[config.mk]
export PLATFORM = sky130hd
export DESIGN_NAME = stmf_ctrl
export DESIGN_NICKNAME = d
export VERILOG_FILES = /design/src/rtl/stmf_pkg.sv /design/src/rtl/stmf_ctrl.sv
export SDC_FILE = /design/constraint.sdc
export NUM_CORES = 1
export LEC_CHECK = 0
export ABC_AREA = 0
export BUFFER_PORTS_ARGS = -buffer_cell sky130_fd_sc_hd__buf_4
export CAP_MARGIN = 5
export CORE_UTILIZATION = 55
export CTS_CLUSTER_SIZE = 8
export DETAILED_ROUTE_END_ITERATION = 10
export PLACE_DENSITY_LB_ADDON = 0.15
export SETUP_SLACK_MARGIN = 0.02
export SLEW_MARGIN = 20
export SYNTH_ARGS = -nofsm -noshare
export SYNTH_HDL_FRONTEND = slang
export SYNTH_SLANG_ARGS = --single-unit
[constraint.sdc]
create_clock -name clk -period 3.6 [get_ports clk]
set_clock_uncertainty 0.05 [all_clocks]
set_input_delay 0.36 -clock clk [delete_from_list [all_inputs] [get_ports clk]]
set_output_delay 0.36 -clock clk [all_outputs]
set_load 0.05 [all_outputs]
[src/rtl/stmf_pkg.sv]
// ----------------------------------------------------------------------------
// stmf_pkg
// Shared constants, types and helper functions for the sine template
// matched filter: widths, register indexes, controller commands and the
// quarter-wave sine table.
// ----------------------------------------------------------------------------
package stmf_pkg;

  localparam int MAX_TAPS        = 4096;
  localparam int ADDR_W          = $clog2(MAX_TAPS);
  localparam int CNT_W           = ADDR_W + 1;
  localparam int SAMPLE_W        = 16;
  localparam int PHASE_W         = 32;
  localparam int SINE_TABLE_BITS = 10;
  localparam int OFF_W           = SINE_TABLE_BITS - 2;
  localparam int ROM_DEPTH       = (1 << OFF_W) + 1;
  localparam int ROM_AW          = OFF_W + 1;
  localparam int MAG_W           = 16;
  localparam int SINE_W          = MAG_W + 1;
  localparam int PROD_W          = SAMPLE_W + SINE_W;
  localparam int ACC_W           = PROD_W + ADDR_W;
  localparam int FRAC_SHIFT      = 15;
  localparam int CORR_W          = ACC_W - FRAC_SHIFT;
  localparam int SQ_W            = 2 * CORR_W;
  localparam int VALUE_W         = 56;
  localparam int CFG_IDX_W       = 2;
  localparam int CFG_DATA_W      = 32;
  localparam int TAP_CFG_W       = 13;

  // configuration register indexes
  localparam logic [CFG_IDX_W-1:0] REG_PHASE_STEP  = 2'd0;
  localparam logic [CFG_IDX_W-1:0] REG_TAP_COUNT   = 2'd1;
  localparam logic [CFG_IDX_W-1:0] REG_ENERGY_MODE = 2'd2;

  localparam logic [TAP_CFG_W-1:0] TAP_COUNT_RESET = 13'd1024;

  // controller -> datapath
  typedef struct packed {
    logic start;   // take the input sample, set up the window walk
    logic issue;   // fetch one tap
    logic square;  // register correlation and its square
    logic load;    // move the result into the output register
  } stmf_cmd_t;

  // datapath -> controller
  typedef struct packed {
    logic pipe_busy;
    logic out_free;
  } stmf_sts_t;

  typedef logic [ROM_DEPTH-1:0][MAG_W-1:0] sine_rom_t;

  // Clamp the tap count to 1..MAX_TAPS.
  function automatic logic [CNT_W-1:0] eff_taps(input logic [TAP_CFG_W-1:0] tc);
    logic [CNT_W-1:0] r;
    if (tc == '0) begin
      r = CNT_W'(1);
    end else if (32'(tc) > MAX_TAPS) begin
      r = CNT_W'(MAX_TAPS);
    end else begin
      r = CNT_W'(tc);
    end
    return r;
  endfunction

  // Quarter-wave magnitude table, Q1.15; evaluated at elaboration only.
  // Angle in Q30, Taylor series in nested form.
  function automatic sine_rom_t build_sine_rom();
    sine_rom_t  rom;
    logic [63:0] q;
    logic [63:0] x;
    logic [63:0] y;
    logic [63:0] t;
    logic [63:0] s;
    logic [63:0] m;
    logic [63:0] one;
    one = 64'd1 << 30;
    for (int i = 0; i < ROM_DEPTH; i++) begin
      q = 64'(i) << (30 - OFF_W);
      x = (q * 64'd1686629713) >> 30;
      y = (x * x) >> 30;
      t = one;
      t = one - (((y * t) >> 30) / 64'd110);
      t = one - (((y * t) >> 30) / 64'd72);
      t = one - (((y * t) >> 30) / 64'd42);
      t = one - (((y * t) >> 30) / 64'd20);
      t = one - (((y * t) >> 30) / 64'd6);
      s = (x * t) >> 30;
      m = (s * 64'd32767 + (64'd1 << 29)) >> 30;
      rom[i] = m[MAG_W-1:0];
    end
    return rom;
  endfunction

  localparam sine_rom_t SINE_ROM = build_sine_rom();

endpackage

[src/rtl/stmf_ctrl.sv]
// ----------------------------------------------------------------------------
// stmf_ctrl
// Sequencer: accepts a sample, walks the taps one per cycle, waits for the
// multiply-accumulate pipe to empty, then hands the result to the output.
// ----------------------------------------------------------------------------
module stmf_ctrl (
  input  logic                          clk,
  input  logic                          rst_n,
  input  logic                          in_tvalid,
  output logic                          in_tready,
  input  logic [stmf_pkg::TAP_CFG_W-1:0] tap_count,
  input  stmf_pkg::stmf_sts_t           sts,
  output stmf_pkg::stmf_cmd_t           cmd
);

  localparam logic [2:0] ST_IDLE   = 3'd0;
  localparam logic [2:0] ST_RUN    = 3'd1;
  localparam logic [2:0] ST_DRAIN  = 3'd2;
  localparam logic [2:0] ST_SQUARE = 3'd3;
  localparam logic [2:0] ST_LOAD   = 3'd4;

  logic [2:0]                   state_r, state_nxt;
  logic [stmf_pkg::CNT_W-1:0]   cnt_r, cnt_nxt;

  assign in_tready = (state_r == ST_IDLE);

  always_comb begin
    state_nxt  = state_r;
    cnt_nxt    = cnt_r;
    cmd        = '0;
    unique case (state_r)
      ST_IDLE: begin
        if (in_tvalid) begin
          cmd.start = 1'b1;
          cnt_nxt   = stmf_pkg::eff_taps(tap_count);
          state_nxt = ST_RUN;
        end
      end
      ST_RUN: begin
        cmd.issue = 1'b1;
        cnt_nxt   = cnt_r - 1'b1;
        if (cnt_r == stmf_pkg::CNT_W'(1)) begin
          state_nxt = ST_DRAIN;
        end
      end
      ST_DRAIN: begin
        if (!sts.pipe_busy) begin
          state_nxt = ST_SQUARE;
        end
      end
      ST_SQUARE: begin
        cmd.square = 1'b1;
        state_nxt  = ST_LOAD;
      end
      ST_LOAD: begin
        if (sts.out_free) begin
          cmd.load  = 1'b1;
          state_nxt = ST_IDLE;
        end
      end
      default: begin
        state_nxt = ST_IDLE;
      end
    endcase
  end

  always_ff @(posedge clk) begin
    if (!rst_n) begin
      state_r <= ST_IDLE;
      cnt_r   <= '0;
    end else begin
      state_r <= state_nxt;
      cnt_r   <= cnt_nxt;
    end
  end

endmodule

==> reports/metrics.yaml, run 1 <==
run_status:
  outcome: "completed"
clocking:
  path_clk_slew_ns: 0.10
  cts_num_sinks: 16
  ctsHoldBuffers: 0
  clkLatencyLatePin_ns: 0.29
  post_cts_buffers: 0
  cts_root_buf: "clkbuf_4"
  cts_max_level: 1
  clk_path_buf_depth: 2
  cts_resized: 0
  cts_buffers: 3
  cts_tree: "done"
logic_synthesis:
  yosysUniqueCellTypes: 46
  synth.cell_area_sq_mm: 0.001099
  synthFlopType: "dfxtp_1"
  yosys_warnings: 0
  async_flop_share_pct: 0
  yosysTopAreaCellShare_pct: 29.16
  synth_top_cell_by_area: "dfxtp_1"
  synth_fp_nets: 159
  synth_area_leaders: "dfxtp_1 29%, a31oi_1 4.6%, nor4_1 4.6%"
  ys_ff_latch: 16
  synth_edf_count: 0
  yosysMostFrequentCell: "dfxtp_1"
  ys_seq_area_share_pct: 29.16
  syn_inst: 139
  avgSynthCellArea_sq_um: 7.903
  synthTopCellsByCount: "16 x dfxtp_1, 8 x a31oi_1, 8 x nor2_1, 8 x nor4_1, 8 x o21ai_0"
drt:
  final_antenna_net_count: 0
  viasPerCell: 6.489
  wl_met2_mm: 1.448
  vias: 1168
  wl_per_cell_um: 15.99
  drtIter0Drc: 42
  drcViolationCount: 0
  first_pass_iters: 4
  dr_wl_met3_um: 165
  met1_length_mm: 1.265
  top_layer: "met3"
  routed_wl_mm: 2.879
setup_path:
  critPathKind: "flip-flop to output port"
  cp.arrival_ns: 2.03
  required_ns: 3.19
  path_buf_inv: 2
  r2r-start: "state_r[0]$_SDFFE_PN0P_"
  slowest_stage: "or3b_1"
  reg2reg_depth: 5
  max_stage_delay_ns: 0.60
  cp_max_fo: 14
  startpoint_type: "flip-flop"
  end_kind: "output port"
  r2r_end: "cnt_r[9]$_SDFFE_PN0P_"
  rrSetupSlack_ns: 1.30
  crit_family: "buffers and inverters"
  crit_chain: "or3b_1 > inv_1 > buf_4"
sta:
  rsz0062_at_grt: "no"
  max_freq_mhz: 409.4
  period_needed_ns: 2.442
  tightest_slew_ns: 0.8089
  hold_ws_ns: 0.2674
  tns_ns: 0
  maxSlewHeadroom_pct: 45.58
  setup_ws_ns: 1.158
  post-route-period-util_pct: 67.85
  slew_viol_final: 0
  setup_viol: 0
  finalHoldViolCount: 0
cells_and_area:
  syn2layout_area_growth_pct: 17.65
  fin_nets: 176
  diodes: 0
  fin_cells: 180
  design_area_sq_mm: 0.001292
  layout-drive-gt1-share_pct: 22.58
floorplan:
  start_util_pct: 60.97
  die_w_um: 46.69
  rows: 15
  ioPinCount: 23
  die_area_sq_mm: 0.002180
  fp.coreArea_sq_mm: 0.001802
  die_h_um: 46.69
place:
  dpl.hpwl_mm: 2.094
  dp_cells: 176
  place_area_sq_mm: 0.001256
  post-place-ws_ns: 1.356
  routabilityCongestion: 0.9145
  portBuffers: 22
grt:
  grt_start_max_net_pins: 16
  first_global_vias: 989
  grt_overflow_total: 0
  antenna_found_initial: 0
  grt_usage_pct: 28.94
  grt_pass1_wl_mm: 4.409
pwr:
  p_per_area_mw_per_mm2: 598.2
  leakage_uw: 0.0005218
  peakVddDrop_uv: 401.1
hold_path:
  hp-class: "input port to flip-flop"
  worstHoldPathCells: 2
  hold_end: "cnt_r[4]$_SDFFE_PN0P_"
  holdCritStartpoint: "tap_count[4]"
run:
  maxCapViolations: 0
==> stage by stage <==
| stage | total power [uW] | utilization (%) |
|---|---|---|
| after detailed placement | 644.6 | 69.72 |
| after global routing | 823.5 | 71.74 |
| final | 773.2 | 71.74 |
| after floorplan | 554.1 | - |
| after global placement | 637.1 | 69.72 |
| after CTS | 767.7 | 71.74 |
==> worst max path at each step <==
stage / startpoint / end / slack [ns] / cells past startpoint
after floorplan: state_r[2]$_SDFFE_PN0P_ / cmd[0] / 1.01 / 3
after global placement: state_r[0]$_SDFFE_PN0P_ / cnt_r[9]$_SDFFE_PN0P_ / 1.44 / 5
after detailed placement: state_r[0]$_SDFFE_PN0P_ / cnt_r[9]$_SDFFE_PN0P_ / 1.36 / 5
after CTS: state_r[0]$_SDFFE_PN0P_ / cmd[2] / 1.17 / 3
after global routing: state_r[0]$_SDFFE_PN0P_ / cmd[2] / 1.05 / 3
final: state_r[0]$_SDFFE_PN0P_ / cmd[2] / 1.16 / 3
==> worst reg2reg max path, cell delays in order (launching register included) <==
cell	delay (ns)
dfxtp_1	0.50
or3b_1	0.60
inv_1	0.37
nand2_1	0.13
or4_1	0.42
a31oi_1	0.17
==> metal layers <==
metal | track usage, % | up-vias
met2 | 47.78 | 48
met1 | 37.32 | 551
met5 | 0 | -
met4 | 4.571 | 0
li1 | - | 569
met3 | 9.020 | 0
==> state kept, by name, summed over array words and instances, names as in the netlist <==
signal and cells:
cnt_r 13, state_r 3
==> final cells by class <==
cell class	instances	area [sq um]
clock buffer	4	36.28
tap	25	31.28
sequential	16	320.3
inverter	7	26.28
fill	154	509.2
timing repair buffer	23	172.7
multi-input combinational	105	705.7
==> kinds of logic after synthesis <==
group | Yosys count | share of synthesized area (%)
AND/OR/NAND/NOR | 56 | 31.66
flip-flops | 16 | 29.16
AO/OA/AOI/OAI | 46 | 29.50
buffers and inverters | 18 | 6.605
adder cells (fa/ha/maj) | 2 | 2.278
XOR/XNOR | 1 | 0.7974
==> power by group <==
group | total [uW] | leakage, uW | internal (uW) | switching [uW]
clock | 121 | 0.0000210 | 61.7 | 59.0
sequential | 266 | 0.000131 | 214 | 52.0
combinational | 386 | 0.000369 | 154 | 232
==> layout by cell type (no fill, tap or decap), types with 3 or more instances in the layout <==
master     n
buf_4     23
dfxtp_1   16
a31oi_1    8
nor4_1     8
nor2_1     8
o21ai_0    8
inv_1      7
a21oi_1    7
nand2_1    6
nor3_1     4
and3_1     4
nand3b_1   4
or4_1      3
nand3_1    3
o31a_1     3
a22o_1     3
clkbuf_4   3
(Power assumes the default switching activity.)
==> inputs of run 2 (changes only) <==
CORE_UTILIZATION = 53   (was 55)
clock period = 2.5 ns   (was 3.6 ns; I/O delays follow)
==> run 2 against run 1 <==
  * Sequential power up 45%
  * Final cell count rose by 2.8%
  * First-iteration DRC count is 26% higher
  * Count of clock-buffer cells in the layout is the same
  * Wire length grew 4.4%
  * Flip-flop and latch count stayed put
  * Sequential share of layout area is 0.59 points lower
  * Critical path depth stayed put
  * Critical endpoint is now cmd[3]
  * Largest cell class unchanged
==> reports/metrics.yaml, run 2 (synthesis gave the netlist of run 1 again) <==
drt:
  dr_wl_met3_um: 240
  vias: 1184
  top_layer: "met4"
  drtIter0Drc: 53
  wl_met2_mm: 1.445
  met1_length_mm: 1.299
  wl_per_cell_um: 16.25
  drcViolationCount: 0
  final_antenna_net_count: 0
  routed_wl_mm: 3.006
  viasPerCell: 6.400
  first_pass_iters: 4
cells_and_area:
  final_common_cell: "buf_4"
  top_register: "cnt_r"
  regArea_sq_um: 320.3
  utilization_pct: 67.47
  layout_common_cells: "26 x buf_4, 16 x dfxtp_1"
  layout-drive-gt1-share_pct: 24.68
  syn2layout_area_growth_pct: 20.50
  fin_nets: 179
  multi_input_area_sq_um: 711.9
  nFillCells: 186
  fin_cells: 185
  reg_top3: "cnt_r x13, state_r x3"
  diodes: 0
  largest_reg_flops: 13
sta:
  hold_ws_ns: 0.1520
  slew_viol_final: 0
  period_needed_ns: 2.331
  max_freq_mhz: 429.0
  setup_viol: 0
  finalHoldViolCount: 0
  tns_ns: 0
  maxSlewHeadroom_pct: 73.20
  rsz0062_at_grt: "no"
  post-route-period-util_pct: 93.23
  setup_ws_ns: 0.1692
  tightest_slew_ns: 0.3983
floorplan:
  die_area_sq_mm: 0.002259
  fp.coreArea_sq_mm: 0.001962
  ioPinCount: 23
  die_w_um: 47.53
  die_h_um: 47.53
  start_util_pct: 55.99
  rows: 16
place:
  post-place-ws_ns: 0.5300
  routabilityCongestion: 0.8795
  dp_cells: 181
  portBuffers: 22
  dpl.hpwl_mm: 2.179
pwr:
  p_per_area_mw_per_mm2: 862.0
  peakVddDrop_uv: 489.6
  power.internal_uw: 639.9
  clkPwrFrac_pct: 15.5
  leakage_uw: 0.0005376
  netSwitchingFraction_pct: 43.92
  p_sw_uw: 501.2
  share_comb_of_total_power_pct: 50.7
  seqPwrFrac_pct: 33.8
grt:
  antenna_found_initial: 0
  grt_overflow_total: 0
  grt_usage_pct: 29.77
  grt_pass1_wl_mm: 4.533
  first_global_vias: 978
  grt_start_max_net_pins: 16
setup_path:
  end_kind: "output port"
  rrSetupSlack_ns: 0.51
  critPathKind: "flip-flop to output port"
  r2r_end: "cnt_r[11]$_SDFFE_PN0P_"
  cp.arrival_ns: 2.03
  startpoint_type: "flip-flop"
  r2r-start: "state_r[1]$_SDFFE_PN0P_"
  crit_path_start: "state_r[1]$_SDFFE_PN0P_"
  endpoint: "cmd[3]"
  reg2reg_depth: 5
  required_ns: 2.20
  cp_max_fo: 12
hold_path:
  hp-class: "input port to flip-flop"
clocking:
  clkLatencyLatePin_ns: 0.30
  cts_resized: 0
  cts_num_sinks: 16
  ctsHoldBuffers: 0
  clk_path_buf_depth: 2
  cts_root_buf: "clkbuf_4"
  post_cts_buffers: 0
  cts_buffers: 3
  cts_tree: "done"
  cts_max_level: 1
  path_clk_slew_ns: 0.10
run:
  maxCapViolations: 0
run_status:
  outcome: "completed"
[run 2: cell count changes in the layout (fill, tap and decap cells not counted)]
cell | before | now
buf_4 | 23 | 26
nor4b_2 | 0 | 1
nor4b_1 | 2 | 1
[run 2: worst min path at each step]
stage	start	to	cells past startpoint
floorplan	tap_count[4]	cnt_r[4]$_SDFFE_PN0P_	1
global placement	cnt_r[7]$_SDFFE_PN0P_	cnt_r[7]$_SDFFE_PN0P_	2
detailed placement	tap_count[4]	cnt_r[4]$_SDFFE_PN0P_	2
CTS	tap_count[4]	cnt_r[4]$_SDFFE_PN0P_	2
global route	tap_count[4]	cnt_r[4]$_SDFFE_PN0P_	2
finish	tap_count[4]	cnt_r[4]$_SDFFE_PN0P_	2
[run 2: power by group through the flow]
stage	Sequential [uW]	Combinational, uW	Clock, uW
6_report	385	579	177
5_1_grt	395	636	196
4_1_cts	383	571	180
3_5_place_dp	388	568	0
3_3_place_gp	382	553	0
2_1_floorplan	356	443	0
[run 2: worst max-delay path, cell delays in order, from the launching register on]
cell     delay, ns
dfxtp_1       0.42
or4b_2        0.82
inv_1         0.24
buf_4         0.24
[run 2: layout make-up]
cell class,instances,area share [%]
clock buffer,4,2.741
timing repair buffer,26,14.74
tap,27,2.552
sequential,16,24.20
multi-input combinational,105,53.78
inverter,7,1.985
[run 2: per-stage QoR]
step | cell area [sq um] | total power, uW
6_report | 1324 | 1141
4_1_cts | 1324 | 1134
2_1_floorplan | 1105 | 799.4
3_3_place_gp | 1287 | 935.2
3_5_place_dp | 1287 | 956.7
5_1_grt | 1324 | 1227
[run 2: routing by layer]
metal	up-vias	GRT usage, %
li1	573	-
met1	552	39.50
met2	57	46.30
met3	2	6.038
met4	0	13.71
met5	-	0
==> inputs of run 3 (changes only) <==
--- a/config.mk
+++ b/config.mk
@@ -9,5 +9,6 @@
 export BUFFER_PORTS_ARGS = -buffer_cell sky130_fd_sc_hd__buf_4
 export CAP_MARGIN = 5
-export CORE_UTILIZATION = 53
+export CORE_MARGIN = 2
+export CORE_UTILIZATION = 48
 export CTS_CLUSTER_SIZE = 8
 export DETAILED_ROUTE_END_ITERATION = 10
==> constraint.sdc (replaced) <==
create_clock -name clk -period 1.9 [get_ports clk]
set_clock_uncertainty 0.05 [all_clocks]
set_input_delay 0.19 -clock clk [delete_from_list [all_inputs] [get_ports clk]]
set_output_delay 0.19 -clock clk [all_outputs]
set_load 0.02 [all_outputs]
==> run 3 against run 2 <==
  * Final cell count up 5.4%
  * Setup slack worse by 0.075 ns
  * Highest routed layer unchanged
  * Non-clock buffer count up 10
==> reports/metrics.yaml, run 3 (synthesis gave the netlist of run 1 again) <==
run_status:
  outcome: "completed"
grt:
  grt_pass1_wl_mm: 5.140
  grt_usage_pct: 26.15
  grt_start_max_net_pins: 16
  first_global_vias: 1091
  antenna_found_initial: 0
  grt_overflow_total: 0
drt:
  vias: 1194
  first_pass_iters: 4
  viasPerCell: 6.123
  drtIter0Drc: 26
  drcViolationCount: 0
  routed_wl_mm: 3.132
  wl_per_cell_um: 16.06
  final_antenna_net_count: 0
clocking:
  cts_tree: "done"
  clk_path_buf_depth: 2
  cts_max_level: 1
  ctsHoldBuffers: 0
  cts_num_sinks: 16
  cts_root_buf: "clkbuf_4"
  clkLatencyLatePin_ns: 0.30
  post_cts_buffers: 0
  path_clk_slew_ns: 0.09
  cts_buffers: 3
setup_path:
  cp.arrival_ns: 1.94
  critPathKind: "flip-flop to flip-flop"
  required_ns: 2.04
  rrSetupSlack_ns: 0.09
  startpoint_type: "flip-flop"
  reg2reg_depth: 4
  end_kind: "flip-flop"
  cp_max_fo: 6
floorplan:
  ioPinCount: 23
  die_h_um: 51.84
  fp.coreArea_sq_mm: 0.002191
  die_w_um: 51.84
  start_util_pct: 50.14
  die_area_sq_mm: 0.002687
  rows: 17
cells_and_area:
  largest_reg_flops: 13
  diodes: 0
  layout_common_cells: "36 x buf_4, 15 x dfxtp_1, 8 x a31oi_1, 8 x nor2_1"
  top_register: "cnt_r"
  layout-drive-gt1-share_pct: 32.93
  syn2layout_area_growth_pct: 29.73
  reg_top3: "cnt_r x13, state_r x3"
  final_common_cell: "buf_4"
  fin_nets: 189
  utilization_pct: 65.05
  fin_cells: 195
run:
  maxCapViolations: 0
pwr:
  p_sw_uw: 663.9
  peakVddDrop_uv: 676.3
  p_per_area_mw_per_mm2: 1107
  share_comb_of_total_power_pct: 57.3
  seqPwrFrac_pct: 30.7
  power.total_uw: 1578
  netSwitchingFraction_pct: 42.08
  clkPwrFrac_pct: 11.9
  leakage_uw: 0.0005862
  power.internal_uw: 913.7
sta:
  hold_ws_ns: 0.09613
  post-route-period-util_pct: 95.06
  setup_viol: 0
  slew_viol_final: 0
  setup_ws_ns: 0.09389
  rsz0062_at_grt: "no"
  period_needed_ns: 1.806
  max_freq_mhz: 553.7
  finalHoldViolCount: 0
  maxSlewHeadroom_pct: 73.60
  tightest_slew_ns: 0.3924
place:
  post-place-ws_ns: -0.05844
  dp_cells: 192
  routabilityCongestion: 0.8764
  dpl.hpwl_mm: 2.276
  portBuffers: 22
hold_path:
  worstHoldPathCells: 2
  hp-class: "input port to flip-flop"
run 3: changes by cell type in the layout (fill, tap and decap cells not counted), sizes merged:
cell,delta
clkbuf,-1
buf,+10
run 3: path summary, 6_finish.rpt:
| kind | start | endpoint |
|---|---|---|
| setup / recovery | cnt_r[4]$_SDFFE_PN0P_ | cnt_r[10]$_SDFFE_PN0P_ |
| hold / removal | tap_count[4] | cnt_r[4]$_SDFFE_PN0P_ |
| setup reg to reg | cnt_r[4]$_SDFFE_PN0P_ | cnt_r[10]$_SDFFE_PN0P_ |
| hold reg to reg | cnt_r[7]$_SDFFE_PN0P_ | cnt_r[7]$_SDFFE_PN0P_ |
run 3: metal layers:
metal / up-vias / global-route usage [%] / routed length (um)
met4: 0 / 12.72 / 48
met3: 6 / 4.023 / 153
li1: 592 / - / -
met5: - / 0 / 0
met1: 559 / 33.69 / 1412
met2: 37 / 42.19 / 1518
run 3: metrics by stage:
| stage | area, sq um | TNS (ns) |
|---|---|---|
| after floorplan | 1099 | 0 |
| after global placement | 1358 | 0 |
| after detailed placement | 1358 | -0.07614 |
| after CTS | 1404 | 0 |
| after global routing | 1425 | 0 |
| final | 1425 | 0 |
run 3: area by class of cell:
class / instances / area [sq um]
fill: 195 / 765.7
timing repair buffer: 36 / 270.3
sequential: 16 / 321.6
inverter: 7 / 26.28
multi-input combinational: 105 / 749.5
clock buffer: 3 / 22.52
tap: 28 / 35.03
run 3: critical path: stages, from the launching register on:
cell,delay [ns]
dfxtp_1,0.32
or4_4,0.60
or3_4,0.36
o311ai_2,0.26
a31oi_1,0.10
run 3: repair_timing:
item                                    CTS  global route
gates resized for setup                   6             7
endpoints found under the setup margin    6            10
pin swaps                                 0             1
run 3: power groups by stage:
stage          registers, uW  logic [uW]  clock network [uW]
6_report                 485         904                 188
5_1_grt                  496         977                 205
4_1_cts                  475         854                 190
3_5_place_dp             478         825                   0
3_3_place_gp             472         814                   0
2_1_floorplan            469         535                   0
